===== config.mk =====
export PLATFORM = sky130hd
export DESIGN_NAME = frame_rate_moving_average_unit
export DESIGN_NICKNAME = d
export VERILOG_FILES = /design/src/sv/frma_pkg.sv /design/src/sv/frma_rate_div.sv /design/src/sv/frma_avg_div.sv /design/src/sv/frma_ring.sv /design/src/sv/frame_rate_moving_average_unit.sv
export SDC_FILE = /design/constraint.sdc
export NUM_CORES = 2
export LEC_CHECK = 0
export BUFFER_PORTS_ARGS = -buffer_cell sky130_fd_sc_hd__buf_2
export CORE_MARGIN = 3
export CORE_UTILIZATION = 55
export CTS_CLUSTER_SIZE = 40
export DETAILED_ROUTE_END_ITERATION = 8
export GPL_ROUTABILITY_DRIVEN = 1
export PLACE_DENSITY = 0.72
export SYNTH_ARGS = -nofsm -noshare
export SYNTH_HDL_FRONTEND = slang
export SYNTH_SLANG_ARGS = --single-unit

===== constraint.sdc =====
create_clock -name clk -period 21.4 [get_ports clk]
set_input_delay 1.07 -clock clk [delete_from_list [all_inputs] [get_ports clk]]
set_output_delay 1.07 -clock clk [all_outputs]
set_load 0.1 [all_outputs]

===== src/sv/frma_pkg.sv =====
// Package for the moving-average frame rate meter.
// Shared widths, register indexes, reset values and divider status type.
// No dependencies.
`default_nettype none

package frma_pkg;

  localparam int RATE_W     = 32;
  localparam int TICK_W     = 32;
  localparam int CNT_W      = 32;
  localparam int CFG_DATA_W = 32;
  localparam int CFG_IDX_W  = 1;

  localparam int WINDOW_DEFAULT = 30;

  localparam logic [CFG_IDX_W-1:0] CFG_TICKS_PER_SECOND = 1'd0;
  localparam logic [CFG_IDX_W-1:0] CFG_SAMPLE_INTERVAL  = 1'd1;

  localparam logic [TICK_W-1:0] TPS_RESET      = 32'd1000000;
  localparam logic [TICK_W-1:0] INTERVAL_RESET = 32'd16667;

  typedef struct packed {
    logic busy;
    logic done;
  } div_stat_t;

endpackage

`default_nettype wire


===== src/sv/frma_rate_div.sv =====
// Bit-serial divider for the instantaneous rate: ticks_per_second*256/interval.
// One quotient bit per cycle, saturates on zero divisor or overflow.
// Depends on frma_pkg.
`default_nettype none

module frma_rate_div (
  input  wire logic                         clk,
  input  wire logic                         rst_n,
  input  wire logic                         start,
  input  wire logic [frma_pkg::TICK_W-1:0]  tps,
  input  wire logic [frma_pkg::TICK_W-1:0]  interval,
  output frma_pkg::div_stat_t               stat,
  output logic      [frma_pkg::RATE_W-1:0]  quot
);
  import frma_pkg::*;

  logic [TICK_W-1:0] rem_r, rem_nxt;
  logic [RATE_W-1:0] quo_r, quo_nxt;
  logic [TICK_W-1:0] dvs_r;
  logic [5:0]        cnt_r;
  logic              busy_r, done_r;
  logic [TICK_W:0]   trial;
  logic [TICK_W:0]   diff;
  logic              ge;
  logic              sat;

  // quotient reaches 2^32 exactly when tps >> 24 is not below the interval
  assign sat   = (interval == '0) || ({24'd0, tps[31:24]} >= interval);
  assign trial = {rem_r, quo_r[RATE_W-1]};
  assign diff  = trial - {1'b0, dvs_r};
  assign ge    = trial >= {1'b0, dvs_r};

  always_comb begin
    rem_nxt = ge ? diff[TICK_W-1:0] : trial[TICK_W-1:0];
    quo_nxt = {quo_r[RATE_W-2:0], ge};
  end

  always_ff @(posedge clk) begin
    if (!rst_n) begin
      busy_r <= 1'b0;
      done_r <= 1'b0;
      cnt_r  <= '0;
    end else begin
      done_r <= 1'b0;
      if (start) begin
        if (sat) begin
          quo_r  <= '1;
          done_r <= 1'b1;
        end else begin
          rem_r  <= {24'd0, tps[31:24]};
          quo_r  <= {tps[23:0], 8'd0};
          dvs_r  <= interval;
          cnt_r  <= 6'd32;
          busy_r <= 1'b1;
        end
      end else if (busy_r) begin
        rem_r <= rem_nxt;
        quo_r <= quo_nxt;
        cnt_r <= cnt_r - 6'd1;
        if (cnt_r == 6'd1) begin
          busy_r <= 1'b0;
          done_r <= 1'b1;
        end
      end
    end
  end

  assign stat.busy = busy_r;
  assign stat.done = done_r;
  assign quot      = quo_r;

endmodule

`default_nettype wire


===== src/sv/frma_avg_div.sv =====
// Bit-serial divider of the running sum by the window length.
// Narrow remainder, one quotient bit per cycle.
// Depends on frma_pkg.
`default_nettype none

module frma_avg_div #(
  parameter int WINDOW = frma_pkg::WINDOW_DEFAULT,
  parameter int SUM_W  = 32 + $clog2(WINDOW)
) (
  input  wire logic                         clk,
  input  wire logic                         rst_n,
  input  wire logic                         start,
  input  wire logic [SUM_W-1:0]             sum,
  output frma_pkg::div_stat_t               stat,
  output logic      [frma_pkg::RATE_W-1:0]  quot
);
  import frma_pkg::*;

  localparam int REM_W = $clog2(WINDOW + 1);
  localparam int CW    = $clog2(SUM_W + 1);
  localparam logic [REM_W:0] WIN_C = (REM_W+1)'(WINDOW);

  logic [REM_W-1:0] rem_r, rem_nxt;
  logic [SUM_W-1:0] sh_r, sh_nxt;
  logic [CW-1:0]    cnt_r;
  logic             busy_r, done_r;
  logic [REM_W:0]   trial, diff;
  logic             ge;

  assign trial = {rem_r, sh_r[SUM_W-1]};
  assign diff  = trial - WIN_C;
  assign ge    = trial >= WIN_C;

  always_comb begin
    rem_nxt = ge ? diff[REM_W-1:0] : trial[REM_W-1:0];
    sh_nxt  = {sh_r[SUM_W-2:0], ge};
  end

  always_ff @(posedge clk) begin
    if (!rst_n) begin
      busy_r <= 1'b0;
      done_r <= 1'b0;
      cnt_r  <= '0;
    end else begin
      done_r <= 1'b0;
      if (start) begin
        rem_r  <= '0;
        sh_r   <= sum;
        cnt_r  <= CW'(SUM_W);
        busy_r <= 1'b1;
      end else if (busy_r) begin
        rem_r <= rem_nxt;
        sh_r  <= sh_nxt;
        cnt_r <= cnt_r - CW'(1);
        if (cnt_r == CW'(1)) begin
          busy_r <= 1'b0;
          done_r <= 1'b1;
        end
      end
    end
  end

  assign stat.busy = busy_r;
  assign stat.done = done_r;
  assign quot      = sh_r[RATE_W-1:0];

endmodule

`default_nettype wire


===== src/sv/frma_ring.sv =====
// Window ring of rates: one write port, one registered read port.
// Per-entry valid bits make unwritten entries read as zero after reset.
// Depends on frma_pkg.
`default_nettype none

module frma_ring #(
  parameter int WINDOW = frma_pkg::WINDOW_DEFAULT,
  parameter int PTR_W  = (WINDOW > 1) ? $clog2(WINDOW) : 1
) (
  input  wire logic                         clk,
  input  wire logic                         rst_n,
  input  wire logic                         rd_en,
  input  wire logic [PTR_W-1:0]             raddr,
  input  wire logic                         wr_en,
  input  wire logic [PTR_W-1:0]             waddr,
  input  wire logic [frma_pkg::RATE_W-1:0]  wdata,
  output logic      [frma_pkg::RATE_W-1:0]  rdata
);
  import frma_pkg::*;

  logic [RATE_W-1:0] mem [WINDOW];
  logic [WINDOW-1:0] vld_r;
  logic [RATE_W-1:0] q_r;
  logic              qv_r;

  always_ff @(posedge clk) begin
    if (wr_en) begin
      mem[waddr] <= wdata;
    end
    if (rd_en) begin
      q_r <= mem[raddr];
    end
  end

  always_ff @(posedge clk) begin
    if (!rst_n) begin
      vld_r <= '0;
      qv_r  <= 1'b0;
    end else begin
      if (wr_en) begin
        vld_r[waddr] <= 1'b1;
      end
      if (rd_en) begin
        qv_r <= vld_r[raddr];
      end
    end
  end

  assign rdata = qv_r ? q_r : '0;

endmodule

`default_nettype wire


===== src/sv/frame_rate_moving_average_unit.sv =====
// Moving-average frame rate meter: sequencer, state registers and result stage.
// Instantiates frma_rate_div, frma_ring and frma_avg_div; depends on frma_pkg.
//
//   channel  direction  handshake               payload
//   in_      input      in_valid / in_stall     frame_interval_ticks, timestamp_ticks
//   out_     output     out_valid / out_stall   average_rate_q8, sample_taken, samples_total
//   cfg_     input      cfg_we                  cfg_index, cfg_wdata
//
// A rejected frame yields its item in the cycle after acceptance; a new item can be taken
// once the output is not stalled. An accepted sample passes through the bit-serial rate
// divider (which skips its bit-serial pass when the rate saturates), the running-sum
// update, the divide-by-window unit with one quotient bit per sum bit, and the output push.
// Synchronous reset clears the ring through valid bits; no clearing pass.
// A stalled result holds in the output register and blocks further input.
`default_nettype none

module frame_rate_moving_average_unit #(
  parameter int WINDOW = frma_pkg::WINDOW_DEFAULT
) (
  input  wire logic                             clk,
  input  wire logic                             rst_n,
  input  wire logic                             in_valid,
  output logic                                  in_stall,
  input  wire logic [frma_pkg::TICK_W-1:0]      in_frame_interval_ticks,
  input  wire logic [frma_pkg::TICK_W-1:0]      in_timestamp_ticks,
  output logic                                  out_valid,
  input  wire logic                             out_stall,
  output logic      [frma_pkg::RATE_W-1:0]      out_average_rate_q8,
  output logic                                  out_sample_taken,
  output logic      [frma_pkg::CNT_W-1:0]       out_samples_total,
  input  wire logic                             cfg_we,
  input  wire logic [frma_pkg::CFG_IDX_W-1:0]   cfg_index,
  input  wire logic [frma_pkg::CFG_DATA_W-1:0]  cfg_wdata
);
  import frma_pkg::*;

  localparam int SUM_W = 32 + $clog2(WINDOW);
  localparam int PTR_W = (WINDOW > 1) ? $clog2(WINDOW) : 1;
  localparam logic [SUM_W-1:0] SUM_MAX = SUM_W'(WINDOW) * SUM_W'(33'h0_FFFF_FFFF);

  localparam logic [2:0] S_IDLE = 3'd0;
  localparam logic [2:0] S_RATE = 3'd1;
  localparam logic [2:0] S_ADD  = 3'd2;
  localparam logic [2:0] S_AVG  = 3'd3;
  localparam logic [2:0] S_PUSH = 3'd4;

  logic [2:0]        state_r;
  logic [TICK_W-1:0] tps_r, intv_r;
  logic [TICK_W-1:0] last_r;
  logic [CNT_W-1:0]  count_r;
  logic [PTR_W-1:0]  ptr_r, ptr_nxt;
  logic [SUM_W-1:0]  sum_r, sum_add;
  logic [RATE_W-1:0] rate_r, avg_r;
  logic [TICK_W-1:0] elapsed;
  logic              taken;
  logic              in_acc, out_free;

  logic              out_valid_r, out_taken_r;
  logic [RATE_W-1:0] out_avg_r;
  logic [CNT_W-1:0]  out_cnt_r;

  div_stat_t         rate_stat, avg_stat;
  logic [RATE_W-1:0] rate_q, avg_q, old_rate;
  logic              rate_start, avg_start;

  assign out_free = !out_valid_r || !out_stall;
  assign in_stall = !(state_r == S_IDLE && out_free);
  assign in_acc   = in_valid && !in_stall;
  assign elapsed  = in_timestamp_ticks - last_r;
  assign taken    = elapsed > intv_r;
  assign ptr_nxt  = (ptr_r == PTR_W'(WINDOW - 1)) ? '0 : PTR_W'(ptr_r + 1'b1);
  assign sum_add  = sum_r + {{(SUM_W-RATE_W){1'b0}}, rate_r};

  assign rate_start = in_acc && taken;
  assign avg_start  = (state_r == S_ADD);

  frma_rate_div u_rate_div (
    .clk      (clk),
    .rst_n    (rst_n),
    .start    (rate_start),
    .tps      (tps_r),
    .interval (in_frame_interval_ticks),
    .stat     (rate_stat),
    .quot     (rate_q)
  );

  frma_ring #(
    .WINDOW (WINDOW),
    .PTR_W  (PTR_W)
  ) u_ring (
    .clk   (clk),
    .rst_n (rst_n),
    .rd_en (rate_start),
    .raddr (ptr_nxt),
    .wr_en (state_r == S_ADD),
    .waddr (ptr_r),
    .wdata (rate_r),
    .rdata (old_rate)
  );

  frma_avg_div #(
    .WINDOW (WINDOW),
    .SUM_W  (SUM_W)
  ) u_avg_div (
    .clk   (clk),
    .rst_n (rst_n),
    .start (avg_start),
    .sum   (sum_add),
    .stat  (avg_stat),
    .quot  (avg_q)
  );

  always_ff @(posedge clk) begin
    if (!rst_n) begin
      tps_r  <= TPS_RESET;
      intv_r <= INTERVAL_RESET;
    end else if (cfg_we) begin
      case (cfg_index)
        CFG_TICKS_PER_SECOND: tps_r  <= cfg_wdata;
        CFG_SAMPLE_INTERVAL:  intv_r <= cfg_wdata;
        default: ;
      endcase
    end
  end

  always_ff @(posedge clk) begin
    if (!rst_n) begin
      state_r     <= S_IDLE;
      last_r      <= '0;
      count_r     <= '0;
      ptr_r       <= '0;
      sum_r       <= '0;
      avg_r       <= '0;
      out_valid_r <= 1'b0;
    end else begin
      if (out_valid_r && !out_stall) begin
        out_valid_r <= 1'b0;
      end
      case (state_r)
        S_IDLE: begin
          if (in_acc) begin
            if (taken) begin
              last_r  <= in_timestamp_ticks;
              ptr_r   <= ptr_nxt;
              count_r <= CNT_W'(count_r + 1'b1);
              state_r <= S_RATE;
            end else begin
              out_valid_r <= 1'b1;
              out_avg_r   <= avg_r;
              out_taken_r <= 1'b0;
              out_cnt_r   <= count_r;
            end
          end
        end
        S_RATE: begin
          if (rate_stat.done) begin
            rate_r  <= rate_q;
            sum_r   <= sum_r - {{(SUM_W-RATE_W){1'b0}}, old_rate};
            state_r <= S_ADD;
          end
        end
        S_ADD: begin
          sum_r   <= sum_add;
          state_r <= S_AVG;
        end
        S_AVG: begin
          if (avg_stat.done) begin
            avg_r   <= avg_q;
            state_r <= S_PUSH;
          end
        end
        S_PUSH: begin
          if (out_free) begin
            out_valid_r <= 1'b1;
            out_avg_r   <= avg_r;
            out_taken_r <= 1'b1;
            out_cnt_r   <= count_r;
            state_r     <= S_IDLE;
          end
        end
        default: state_r <= S_IDLE;
      endcase
    end
  end

  assign out_valid           = out_valid_r;
  assign out_average_rate_q8 = out_avg_r;
  assign out_sample_taken    = out_taken_r;
  assign out_samples_total   = out_cnt_r;

  a_rate_done_in_rate: assert property (@(posedge clk) disable iff (!rst_n)
    rate_stat.done |-> state_r == S_RATE)
    else $error("rate divider finished outside its wait state");

  a_avg_done_in_avg: assert property (@(posedge clk) disable iff (!rst_n)
    avg_stat.done |-> state_r == S_AVG)
    else $error("average divider finished outside its wait state");

  a_sum_bound: assert property (@(posedge clk) disable iff (!rst_n)
    sum_r <= SUM_MAX)
    else $error("running sum exceeds window capacity");

  a_ptr_range: assert property (@(posedge clk) disable iff (!rst_n)
    ptr_r <= PTR_W'(WINDOW - 1))
    else $error("ring pointer out of range");

  a_push_taken: assert property (@(posedge clk) disable iff (!rst_n)
    (state_r == S_PUSH && out_free) |=> out_valid_r && out_taken_r)
    else $error("accepted sample did not produce a taken item");

endmodule

`default_nettype wire

-- Word level (Yosys, flattened, before mapping)
Memory sizes are Yosys's and may differ from the RTL's. A register that Yosys moved wholly into a read port is not among the register bits.
Cells that the tools add are included.
- bits in writable memories: 960
- word-level logic and storage cells: 155
- bits in registers: 488
- memories: 1
- output and inout port bits: 67
- eq/ne operators: 14
- bitwise logic cells: 5
- reduce and logical (&&, ||, !) cells: 31
- add/subtract/negate cells: 9
- muxes and demuxes: 61
- order comparisons: 7
- memory list (memory ; depth ; width ; rd ports ; clocked after memory_dff ; write ports ; RTL line ; text):
    u_ring.mem ; 30 ; 32 ; 1 ; 1 ; 1 ; frma_ring.sv:21 ; logic [RATE_W-1:0] mem [WINDOW];
- operator list (cell ; count):
    32-bit two-way mux ; 14
    32-bit one-hot mux with 2 select lines ; 2
    37-bit two-way mux ; 3
    37-bit one-hot mux with 2 select lines ; 1
    32-bit subtractor ; 2
    37-bit by 32-bit adder with 37-bit output ; 1
    37-bit by 32-bit subtractor with 37-bit output ; 1
    33-bit by 32-bit greater-or-equal comparator with 1-bit output ; 1
    32-bit by 1-bit adder with 32-bit output (second input constant) ; 1
    8-bit by 32-bit greater-or-equal comparator with 1-bit output ; 1
    32-bit > comparator ; 1
    32-bit zero test ; 1
    6-bit two-way mux ; 5
    30-bit bitwise OR ; 1
    1-bit two-way mux ; 23
    3-bit two-way mux ; 5
    5-bit two-way mux ; 3
    3-bit one-hot mux with 5 select lines ; 1
    2-bit AND reduction ; 7
    6-bit by 1-bit equality test with 1-bit output (second input constant) ; 2
    5-bit by 6-bit < comparator with 1-bit output (second input constant) ; 2
    3-bit AND reduction ; 4
    6-bit by 1-bit subtractor with 6-bit output (second input constant) ; 2
    2-bit != test (second input constant) ; 5
    other kinds (21) ; 38

-- Depth between registers and ports, before layout
- depth after elaboration: 7
- mapped depth: 27
- gate-level depth less buffers: 26

-- By module
Synthesis repeated with hierarchy kept, for this count alone.
- cells, all modules: 4398
- area total of the unflattened synthesis: 64732.1 sq um
- modules (own cells, without submodules) (module ; cells an instance ; instances ; sequential area each (sq um) ; area an instance (sq um)):
    frma_ring ; 1626 ; 1 ; 30409.2 ; 38949.9
    frame_rate_moving_average_unit ; 1945 ; 1 ; 7036.7 ; 16918.7
    frma_rate_div ; 656 ; 1 ; 3042.9 ; 6419.9
    frma_avg_div ; 171 ; 1 ; 1421.4 ; 2443.6

-- Worst setup path after synthesis
No wires, ideal clock.
- path kind: input to register
- from: input port in_timestamp_ticks[9] in the netlist's numbering
- to: register out_avg_r[0], in the netlist out_average_rate_q8[0] (enable)
- library setup time: 488 ps
- data required time: 20912 ps
- data arrival time: 7262 ps
- setup slack: 13650 ps
- stages on the path: 20
- path through: ha_1 a21oi_1 nand2_1 a221o_1 a31o_2 a21oi_1 o221ai_1 a21o_1 a21oi_1 xnor2_1 ha_1 a21o_1 a21o_1 a21o_1 a221o_1 a211oi_1 nand2_1 nand2_1 a21oi_1 nor2_1
- cells in the longest elaborated chain, start to end: 4
- ends and longest elaborated chain (what ; RTL line ; text):
    start: declaration ; frame_rate_moving_average_unit.sv:25 ; input wire logic [frma_pkg::TICK_W-1:0] in_timestamp_ticks,
    32-bit subtractor ; frame_rate_moving_average_unit.sv:69 ; assign elapsed = in_timestamp_ticks - last_r;
    32-bit > comparator ; frame_rate_moving_average_unit.sv:70 ; assign taken = elapsed > intv_r;
    2-bit != test (no source line) ; n/a ;
    5-bit AND reduction (no source line) ; n/a ;
    end signal: assignment ; frame_rate_moving_average_unit.sv:149 ; out_avg_r <= avg_r;
    end signal: assignment ; frame_rate_moving_average_unit.sv:175 ; out_avg_r <= avg_r;
    end: declaration ; frame_rate_moving_average_unit.sv:59 ; logic [RATE_W-1:0] out_avg_r;
No other way between the ends.
A chain may end at the register's enable or synchronous reset.

-- Worst setup path in the final report
- from: input port in_timestamp_ticks[0] in the netlist's numbering
- to: register u_rate_div.rem_r[26], data pin
- cells in the longest elaborated chain, start to end: 4
- ends and longest elaborated chain (what ; RTL line ; text):
    32-bit subtractor ; frame_rate_moving_average_unit.sv:69 ;
    32-bit > comparator ; frame_rate_moving_average_unit.sv:70 ;
    1-bit logical AND ; frame_rate_moving_average_unit.sv:74 ; assign rate_start = in_acc && taken;
    32-bit two-way mux ; frma_rate_div.sv:45 ; if (start) begin
    end signal: assignment ; frma_rate_div.sv:50 ; rem_r <= {24'd0, tps[31:24]};
    end signal: assignment ; frma_rate_div.sv:57 ; rem_r <= rem_nxt;
    end: declaration ; frma_rate_div.sv:17 ; logic [TICK_W-1:0] rem_r, rem_nxt;
No other way between the ends.

==> impl_metrics.toml <==
[floorplan]
fp-row-count = 123
die_h_um = 345
start_util_pct = 55.8
io_pins = 169
fp.coreArea_mm2 = 0.113
fp.dieW_um = 345
fp.dieArea_mm2 = 0.119

[cells_and_area]
syn_to_final_growth_pct = 11.8
regMostFlops = "u_ring.mem"
nets = 5501
fin_cells = 6840
mostFrequentLayoutCell = "edfxtp_1"
largest_reg_flops = 960
top_regs = "u_ring.mem (960), sum_r (37), u_avg_div.sh_r (37)"
fillers = 8540
drive_gt1_share_pct = 10.8
mostFrequentLayoutCells = "1,227 x edfxtp_1, 734 x nand2_1, 391 x a21oi_1, 273 x nor2_1, 252 x dfxtp_1"

[grt]
grt_pass1_vias = 41400
grt_pass1_wl_um = 253000
gr-total-overflow = 0
antenna_found_initial = 3
grt_max_degree = 80
grt_util_all_layers_pct = 27.6

[critical_path]
crit_path_max_fanout = 79
start_kind = "input port"
worstReg2RegStart = "last_r[0]"
cp.required_ns = 21.91
cp-end-kind = "flop"
r2r_cells = 25
crit_start = "in_timestamp_ticks[0]"
cp_data_arrival_time_ns = 7.07
worstSetupPathType = "in -> reg"
rrSetupSlack_ns = 14.97
worst_r2r_endpoint = "u_rate_div.rem_r[26]"

[timing]
setup_violations = 0
rsz0062_at_grt = "false"
slew_violations = 0
finalHoldViolations = 0
max_freq_mhz = 152
min_period_ns = 6.56
fin_setup_tns_ns = 0
fin_ws_ns = 14.84
clock_skew_ns = 0.0252
fin_hold_ws_ns = 0.426
period_share_pct = 30.7
worstMarginPinSlew_ns = 1.35
relSlewSlack_pct = 9.79

[logic_synthesis]
syn-num-nets = 5365
syn_avg_cell_area_um2 = 12.5
synth_cell_types = 100
async_flop_share_pct = 0
synth-seq-cells = 1480
synthCells = 5082
ys_seq_area_share_pct = 66.2
syn_area_mm2 = 0.0633
synth_edf_count = 1227
synth-main-ff-cell = "edfxtp_1"
synth.yosys.warnings = 0

[detailed_routing]
dr.first_iter.drc_count = 4992
ant_nets = 0
avgRoutedWirePerCell_um = 24.7
vias = 42700
drc = 2
totalWireLength_um = 169000
vias_per_cell = 6.25
drt-pass1-iter-count = 8

[cts]
postCtsSetupBuffers = 0
holdBufCountCts = 0
cts_buffer_depth = 3
numCtsBuffers = 150
clock_sinks = 1480
ctsHtreeMaxLevel = 4
clk_pin_slew_ns = 0.06
clk_latency_ns = 0.76
cts_tree = "done"
cts_resized = 0
clockRootBuffer = "clkbuf_16"

[placed_design]
gp_congestion = 0.899
hpwlAfterDp_um = 101000
place_ws_ns = 14.07
placed_cells = 6566
port_buffers = 168

[worst_hold_path]
hold_path_depth = 0
hold_start = "avg_r[13]"
min_to = "out_average_rate_q8[13]"
hold_class = "reg -> reg"

[power_and_ir_drop]
power_leakage_nw = 24.9
vdd_drop_max_mv = 0.114
total_power_mw = 8.70
power-per-cell-area_mw_per_mm2 = 123

[run_status]
violations = "DRC"
run_status = "finished, violations left"

[job]
maxCapViolations = 0
[worst max-delay path: stages]
cell and delay (ns):
buf_2 0.10, inv_1 0.05, ha_1 0.18, inv_1 0.06, fa_1 0.40, a21oi_1 0.18
o21ai_0 0.17, o22ai_1 0.40, nor3_1 0.12, o311ai_1 0.44, a21oi_1 0.19, nand4_1 0.13
nand4b_1 0.09, a21oi_1 0.18, xnor2_1 0.09, ha_1 0.29, nand3_1 0.12, nor3_1 0.25
and3_1 0.20, o31ai_1 0.07, nand2_1 0.13, nand2b_2 0.10, inv_4 0.48, buf_4 0.82
or2_1 0.39, nor2_1 0.10, a32o_1 0.22
[area by class of cell]
cell class              count  area [um2]  share of cell area, %
diodes                      4        10.0                 0.0141
repair buffers            263        1550                   2.19
clock inverters            74         654                  0.924
clock buffers             196        4130                   5.83
flip-flops and latches   1480       41900                   59.2
well taps                1500        1880                   2.65
multi-input cells        3189       20200                   28.5
inverters                 134         510                  0.721
[routing by layer]
layer  GRT usage (%)  vias to the layer above  share of wire [%]
met5               0                        -                  0
met2            43.3                     2130                 46
li1                -                    19400                  -
met4            11.2                        0                3.9
met1            38.5                    20900                 40
met3            4.95                      326                9.5
[report_power, final]
group | total [mW] | internal [mW] | switching [mW] | leakage [nW]
logic | 2.76 | 0.928 | 1.83 | 9.42
registers | 3.39 | 3.30 | 0.0929 | 13.2
clock network | 2.55 | 1.47 | 1.08 | 2.34
[synthesized netlist by cell type (25+ instances only)]
cell / instances / area [um2]
nand4_1: 25 / 156
o22ai_1: 198 / 1240
clkbuf_1: 206 / 773
o21ai_0: 121 / 606
dfxtp_1: 253 / 5060
o31ai_1: 26 / 195
o221ai_1: 81 / 709
buf_1: 36 / 135
nand2_1: 736 / 2760
nor2_1: 307 / 1150
o21ai_1: 28 / 140
inv_1: 132 / 495
o21a_1: 27 / 203
a21o_1: 97 / 728
a21oi_1: 394 / 1970
ha_1: 177 / 2210
nand3_1: 160 / 801
a31oi_1: 42 / 263
nand2b_1: 26 / 163
a211oi_1: 79 / 593
mux2i_1: 162 / 1620
xnor2_1: 73 / 639
nor3_1: 50 / 250
xor2_1: 75 / 657
edfxtp_1: 1227 / 36800
[kinds of logic after synthesis]
family	Yosys count	share of synthesized area [%]
muxes	175	3.00
buffers and inverters	413	2.63
and+or+nand+nor	1429	9.73
adders and majority gates	181	3.62
xor gates and xnor gates	148	2.05
DFF	1480	66.2
AOI/OAI and AO/OA	1256	12.8
[through the flow]
stage / util, % / cell area, um2
after floorplan: - / 63300
after global placement: 58.2 / 66000
after detailed placement: 58.2 / 66000
after CTS: 62.4 / 70800
after global routing: 62.4 / 70800
final: 62.4 / 70800
[how the worst max path moves through the flow]
stage / endpoint / slack (ns) / depth (start not counted)
global placement: u_rate_div.rem_r[26] / 14.13 / 27
detailed placement: u_rate_div.rem_r[26] / 14.07 / 27
floorplan: out_average_rate_q8[0] / 13.65 / 20
finish: u_rate_div.rem_r[26] / 14.84 / 27
CTS: u_rate_div.rem_r[26] / 14.89 / 27
global route: u_rate_div.rem_r[26] / 14.34 / 27
Power figures use the tool's default switching activity.
